===== src/rtl/blg_pkg.sv =====
// Shared types and constants for the bond line geometry pipeline.
// Used by every module under rtl; it depends on nothing else.
`timescale 1ns / 1ps

package blg_pkg;

  localparam int COORD_W = 32;  // Q16.16 positions
  localparam int VEC_W   = 36;  // signed vector component fed to a normalizer
  localparam int MAG_W   = 36;  // magnitude of such a component
  localparam int SQ_IN_W = 30;  // component after the range shift
  localparam int SQ_W    = 60;
  localparam int SUM_W   = 62;
  localparam int ROOT_W  = 31;
  localparam int SQRT_STEPS = 31;
  localparam int Q_W     = 17;  // quotient magnitude, at most 65536
  localparam int DIV_STEPS = 17;
  localparam int UNIT_W  = 18;  // signed Q2.16 unit component
  localparam int VIEW_W  = 18;
  localparam int PROD_W  = 36;
  localparam int OFS_W   = 20;
  localparam int OFFQ_W  = 21;
  localparam int CFG_W   = 20;
  localparam int IDX_W   = 2;

  localparam logic [IDX_W-1:0] REG_VIEW_X      = 2'd0;
  localparam logic [IDX_W-1:0] REG_VIEW_Y      = 2'd1;
  localparam logic [IDX_W-1:0] REG_VIEW_Z      = 2'd2;
  localparam logic [IDX_W-1:0] REG_LINE_OFFSET = 2'd3;

  localparam logic signed [VIEW_W-1:0] VIEW_X_RESET = 18'sd0;
  localparam logic signed [VIEW_W-1:0] VIEW_Y_RESET = 18'sd0;
  localparam logic signed [VIEW_W-1:0] VIEW_Z_RESET = -18'sd65536;
  localparam logic [OFS_W-1:0] LINE_OFFSET_RESET = 20'd5243;

  localparam logic [2:0] ORDER_SINGLE = 3'd1;
  localparam logic [2:0] ORDER_DOUBLE = 3'd2;
  localparam logic [2:0] ORDER_TRIPLE = 3'd3;

  localparam logic [1:0] KIND_CENTER = 2'd0;
  localparam logic [1:0] KIND_PLUS   = 2'd1;
  localparam logic [1:0] KIND_MINUS  = 2'd2;

  typedef struct packed {
    logic signed [COORD_W-1:0] first_x;
    logic signed [COORD_W-1:0] first_y;
    logic signed [COORD_W-1:0] first_z;
    logic signed [COORD_W-1:0] second_x;
    logic signed [COORD_W-1:0] second_y;
    logic signed [COORD_W-1:0] second_z;
    logic [2:0]                bond_order;
  } bond_t;

  typedef struct packed {
    logic signed [COORD_W-1:0] start_x;
    logic signed [COORD_W-1:0] start_y;
    logic signed [COORD_W-1:0] start_z;
    logic signed [COORD_W-1:0] end_x;
    logic signed [COORD_W-1:0] end_y;
    logic signed [COORD_W-1:0] end_z;
    logic                      last_line;
  } line_t;

  typedef struct packed {
    logic adv;   // pipeline moves this cycle
    logic busy;  // holding stage has a bond
  } emit_stat_t;

endpackage


===== src/rtl/blg_emit.sv =====
// Side line offset, line endpoints, and the line sequencer with its output
// register. Produces the pipeline advance for all upstream stages.
// Depends on blg_pkg.
`timescale 1ns / 1ps

module blg_emit (
  input  logic                               clk,
  input  logic                               rst,
  input  logic                               in_valid,
  input  blg_pkg::bond_t                     in_side,
  input  logic signed [blg_pkg::UNIT_W-1:0]  in_vec [3],
  input  logic [blg_pkg::OFS_W-1:0]          line_offset,
  input  logic                               line_stall,
  output logic                               line_valid,
  output blg_pkg::line_t                     line,
  output blg_pkg::emit_stat_t                stat
);
  import blg_pkg::*;

  logic adv;

  // Offset magnitudes
  logic  o_valid;
  bond_t o_side;
  logic [2:0] o_neg;
  logic [OFFQ_W-1:0] o_q [3];
  logic [Q_W-1:0] n_mag [3];
  logic [Q_W+OFS_W-1:0] prod [3];

  always_comb begin
    for (int i = 0; i < 3; i++) begin
      n_mag[i] = in_vec[i][UNIT_W-1] ? Q_W'(-in_vec[i]) : Q_W'(in_vec[i]);
      prod[i]  = {{OFS_W{1'b0}}, n_mag[i]} * {{Q_W{1'b0}}, line_offset};
    end
  end

  always_ff @(posedge clk) begin
    if (rst) begin
      o_valid <= 1'b0;
    end else if (adv) begin
      o_valid <= in_valid;
    end
  end

  always_ff @(posedge clk) begin
    if (adv) begin
      o_side <= in_side;
      for (int i = 0; i < 3; i++) begin
        o_neg[i] <= in_vec[i][UNIT_W-1];
        o_q[i]   <= prod[i][Q_W+OFS_W-1:16];
      end
    end
  end

  // Endpoints for the center, plus and minus lines
  logic [COORD_W-1:0] o_a [3];
  logic [COORD_W-1:0] o_b [3];
  logic [COORD_W-1:0] off [3];

  always_comb begin
    o_a[0] = o_side.first_x;
    o_a[1] = o_side.first_y;
    o_a[2] = o_side.first_z;
    o_b[0] = o_side.second_x;
    o_b[1] = o_side.second_y;
    o_b[2] = o_side.second_z;
    for (int i = 0; i < 3; i++) begin
      off[i] = o_neg[i] ? -{{(COORD_W-OFFQ_W){1'b0}}, o_q[i]}
                        :  {{(COORD_W-OFFQ_W){1'b0}}, o_q[i]};
    end
  end

  logic       h_valid;
  logic [2:0] h_order;
  logic [COORD_W-1:0] h_a [3];
  logic [COORD_W-1:0] h_b [3];
  logic [COORD_W-1:0] h_ap [3];
  logic [COORD_W-1:0] h_bp [3];
  logic [COORD_W-1:0] h_am [3];
  logic [COORD_W-1:0] h_bm [3];
  logic [1:0] cnt;

  always_ff @(posedge clk) begin
    if (adv) begin
      h_order <= o_side.bond_order;
      for (int i = 0; i < 3; i++) begin
        h_a[i]  <= o_a[i];
        h_b[i]  <= o_b[i];
        h_ap[i] <= o_a[i] + off[i];
        h_bp[i] <= o_b[i] + off[i];
        h_am[i] <= o_a[i] - off[i];
        h_bm[i] <= o_b[i] - off[i];
      end
    end
  end

  // Line sequencer
  logic [1:0] nl;
  logic [1:0] kind;
  logic       out_can, out_load, last, done;
  line_t      line_next;

  always_comb begin
    case (h_order)
      ORDER_SINGLE: nl = 2'd1;
      ORDER_DOUBLE: nl = 2'd2;
      ORDER_TRIPLE: nl = 2'd3;
      default:      nl = 2'd0;
    endcase
    // A double bond has no center line, so its sequence starts at the plus side.
    kind     = (h_order == ORDER_DOUBLE) ? cnt + 2'd1 : cnt;
    out_can  = !line_valid || !line_stall;
    out_load = h_valid && (nl != 2'd0) && out_can;
    last     = (cnt == nl - 2'd1);
    done     = h_valid && ((nl == 2'd0) || (out_can && last));
    adv      = !h_valid || done;
  end

  always_comb begin
    line_next.last_line = last;
    case (kind)
      KIND_PLUS: begin
        line_next.start_x = h_ap[0];
        line_next.start_y = h_ap[1];
        line_next.start_z = h_ap[2];
        line_next.end_x   = h_bp[0];
        line_next.end_y   = h_bp[1];
        line_next.end_z   = h_bp[2];
      end
      KIND_MINUS: begin
        line_next.start_x = h_am[0];
        line_next.start_y = h_am[1];
        line_next.start_z = h_am[2];
        line_next.end_x   = h_bm[0];
        line_next.end_y   = h_bm[1];
        line_next.end_z   = h_bm[2];
      end
      default: begin
        line_next.start_x = h_a[0];
        line_next.start_y = h_a[1];
        line_next.start_z = h_a[2];
        line_next.end_x   = h_b[0];
        line_next.end_y   = h_b[1];
        line_next.end_z   = h_b[2];
      end
    endcase
  end

  always_ff @(posedge clk) begin
    if (rst) begin
      h_valid    <= 1'b0;
      cnt        <= 2'd0;
      line_valid <= 1'b0;
    end else begin
      if (adv) begin
        h_valid <= o_valid;
        cnt     <= 2'd0;
      end else if (out_load) begin
        cnt <= cnt + 2'd1;
      end
      if (out_load) begin
        line_valid <= 1'b1;
      end else if (!line_stall) begin
        line_valid <= 1'b0;
      end
    end
  end

  always_ff @(posedge clk) begin
    if (out_load) begin
      line <= line_next;
    end
  end

  assign stat.adv  = adv;
  assign stat.busy = h_valid;

endmodule


===== config.mk =====
export PLATFORM = sky130hd
export DESIGN_NAME = blg_emit
export DESIGN_NICKNAME = d
export VERILOG_FILES = /design/src/rtl/blg_pkg.sv /design/src/rtl/blg_emit.sv
export SDC_FILE = /design/constraint.sdc
export NUM_CORES = 2
export LEC_CHECK = 0
export ABC_CLOCK_PERIOD_IN_PS = 30800
export BUFFER_PORTS_ARGS = -buffer_cell sky130_fd_sc_hd__buf_4
export CORE_MARGIN = 3
export CORE_UTILIZATION = 63
export DETAILED_ROUTE_END_ITERATION = 6
export HOLD_SLACK_MARGIN = 0.12
export MAX_ROUTING_LAYER = met4
export PLACE_DENSITY = 0.85
export SETUP_SLACK_MARGIN = 0.5
export SLEW_MARGIN = 20
export SYNTH_ARGS = -nofsm -noshare
export SYNTH_HDL_FRONTEND = slang
export SYNTH_SLANG_ARGS = --single-unit

===== constraint.sdc =====
create_clock -name clk -period 30.8 [get_ports clk]
set_input_delay 4.62 -clock clk [delete_from_list [all_inputs] [get_ports clk]]
set_output_delay 4.62 -clock clk [all_outputs]
set_load 0.02 [all_outputs]

==> impl_metrics.csv <==
group,metric,value,unit
run_status,status,"complete, but fails checks",
run_status,violations,"design-rule violations",
grt,grt_util_met1,0.464,
placed_design,dp_hpwl,176000,um
min_path,min-delay-start,"o_side[2]",
drt,postRouteAntennaNets,0,
worst_setup_path,path_class,"primary input to flip-flop",
worst_setup_path,crit_path_top_delay_cell,"or4b_2",
sta,worst_slew_pin_slew,1.18,ns
synthesis,yosysSeqAreaShare,0.356,
clocking,h-tree-depth,3,
worst_setup_path,worstSetupEndpointType,"flip-flop",
drt,avgViaCountPerCell,6.00,
worst_setup_path,reg2regPathDepth,15,
sta,setup_tns,0,ns
sta,max_slew_margin,0.202,
sta,hold_viol_final,0,
clocking,tritoncts,"done",
power,p_sw,5.61,mW
clocking,numCtsBuffers,107,
grt,track_usage,0.338,
clocking,path_clk_slew,0.06,ns
cells_and_area,fillers,9815,
floorplan,initial_utilization,0.638,
worst_setup_path,r2r_end,"h_am[0][26]",
floorplan,design.core.area,136000,sq um
drt,via_count,63500,
cells_and_area,multi_input_area,49700,sq um
synthesis,synth_edf_count,1027,
cells_and_area,final_cell_mix,"inv_1, edfxtp_1, nand2_1",
cells_and_area,layout_commonest_cell,"inv_1",
power,p_seq_frac,0.208,
grt,gr-total-overflow,0,
cells_and_area,nets,10500,
power,leakagePower,42.5,nW
synthesis,syn_inst,8494,
worst_setup_path,crit_required,31.24,ns
drt,drt-pass1-iter-count,7,
grt,grt_max_degree,168,
cells_and_area,regArea,30900,sq um
placed_design,dpl-instance-area,91700,sq um
placed_design,gp_congestion,0.983,
grt,grt_pass1_vias,65400,
worst_setup_path,rr_startpoint,"o_q[0][0]",
synthesis,synthDistinctLibCells,91,
flow_run,max-cap-violations,0,
worst_setup_path,reg2reg_slack,24.82,ns
placed_design,io_buffers,468,
grt,grt_pass1_wl,363000,um
worst_setup_path,start_kind,"primary input",
floorplan,die_h,378,um
worst_setup_path,crit_fanout,20,
worst_setup_path,path_buf_inv,5,
power,switching_share,0.457,
min_path,whs_endpoint,"h_order[2]",
synthesis,ys.flop_type,"edfxtp_1",
worst_setup_path,slowest_delay,0.66,ns
clocking,cts_root_buf,"clkbuf_16",
sta,clock.fmax,0.0820,GHz
grt,top_usage_layer,"met2",
min_path,hold_depth,0,
sta,min_period,12.19,ns
drt,wirelength,233000,um
cells_and_area,final_cells,10600,
clocking,ctsLongestPathBuffers,3,
synthesis,syn_nets,10300,
worst_setup_path,crit_family,"adder cells",
synthesis,synth_seq_cells,1032,
grt,grt_use_met3,0.0558,
placed_design,dp_cells,10400,
grt,met2_usage,0.512,
worst_setup_path,crit_cells,28,
floorplan,rows,135,
sta,drv_slew,0,
drt,wl_per_cell,22.1,um
power,power.density,129,nW/um^2
synthesis,syn_area,87000,sq um
sta,finalCritPeriodShare,0.396,
synthesis,synth_warnings,0,
sta,setup_viol,0,
worst_setup_path,cp_common_cell,"fa_1",
power,power,12.3,mW
cells_and_area,area_growth,9.52,%
cells_and_area,fin_area,95300,sq um
sta,clock_skew,0.107,ns
drt,remaining_drc_errors,9,
floorplan,io_pins,469,
clocking,cts_resized,0,
power,power.share.clock,0.107,
floorplan,die_w,378,um
sta,rsz0062_at_grt,"false",
clocking,clk_latency,0.75,ns
power,p_comb_frac,0.685,
power,power.internal,6.67,mW
power,ir_drop,0.239,mV
clocking,clkSinkCount,1032,
synthesis,async_reset_ff_frac,0,
drt,drt_iter0_drc,6196,
cells_and_area,drive_gt1_frac,0.0869,
floorplan,die_area,143000,sq um
worst_setup_path,worst_ep_arrival_time,12.63,ns
synthesis,avgSynthCellArea,10.2,sq um
clocking,post-cts-setup-buffer-count,0,
min_path,hold_class,"flip-flop to flip-flop",
clocking,cts_hold_buf,0,
grt,antenna_found_initial,14,
## metrics by stage
stage	hold WS (ns)	setup slack, ns	utilization
final	0.436	18.61	0.699
after global routing	0.445	18.22	0.699
after CTS	0.432	18.70	0.699
after detailed placement	0.412	17.96	0.673
after global placement	0.402	18.12	0.673
after floorplan	0.400	2.94	-
## synth_stat cells, types with 187 or more instances
library cell  instances  area share
inv_1              1262       0.054
edfxtp_1           1027        0.35
nand2_1             998       0.043
fa_1                813        0.19
ha_1                708        0.10
o21ai_0             425       0.024
clkbuf_1            414       0.018
xnor2_1             407       0.041
a21oi_1             401       0.023
and2_1              399       0.029
nor2_1              335       0.014
a22oi_1             187       0.016
## cell type report
class	instances	area share
diodes	7	0.000184
clock buffers	119	0.0286
clock inverters	79	0.00895
inverters	1264	0.0498
multi-input cells	5757	0.521
flip-flops and latches	1032	0.325
well taps	1781	0.0234
repair buffers	543	0.0430
## metal layers
metal	vias up	routed length, um	part of all wire
met5	-	0	0
met4	0	9270	0.040
met3	574	22100	0.095
met2	3122	106000	0.45
met1	31200	96400	0.41
li1	28600	-	-
## worst max path at each step
stage,from,endpoint,slack (ns)
6_report,in_vec[4],o_q[0][59],18.61
5_1_grt,in_vec[4],o_q[0][62],18.22
4_1_cts,in_vec[4],o_q[0][59],18.70
3_5_place_dp,in_vec[4],o_q[0][59],17.96
3_3_place_gp,in_vec[4],o_q[0][59],18.12
2_1_floorplan,line_stall,stat[1],2.94
## power by group through the flow
| stage | combinational [mW] | clock [mW] | sequential, mW |
|---|---|---|---|
| 2_1_floorplan | 6.32 | 0 | 2.56 |
| 3_3_place_gp | 7.99 | 0 | 2.56 |
| 3_5_place_dp | 8.27 | 0 | 2.58 |
| 4_1_cts | 8.35 | 1.33 | 2.56 |
| 5_1_grt | 9.50 | 1.39 | 2.59 |
| 6_report | 8.41 | 1.31 | 2.56 |
## kinds of logic (layout without fill, tap and decap cells)
kind of cell               after synthesis  after routing  share of synthesized area
other                                    0              7                          0
buffers and inverters                 1705           2005                     0.0741
muxes                                    5              5                   0.000590
adders and majority gates             1521           1521                      0.289
AOI/OAI and AO/OA                     1571           1571                      0.114
DFF                                   1032           1032                      0.356
xor gates and xnor gates               513            513                     0.0518
and+or+nand+nor                       2147           2147                      0.115
## state kept, by name, summed over array words and instances, names as in the netlist
signal / flops
cnt: 2
h_a: 96
h_am: 93
h_ap: 96
h_b: 96
h_bm: 93
h_bp: 96
h_order: 3
h_valid: 1
line: 193
line_valid: 1
o_a: 96
o_b: 96
o_neg: 3
o_q: 63
o_side: 3
o_valid: 1
Note: power is estimated with default switching activity, not from simulation.
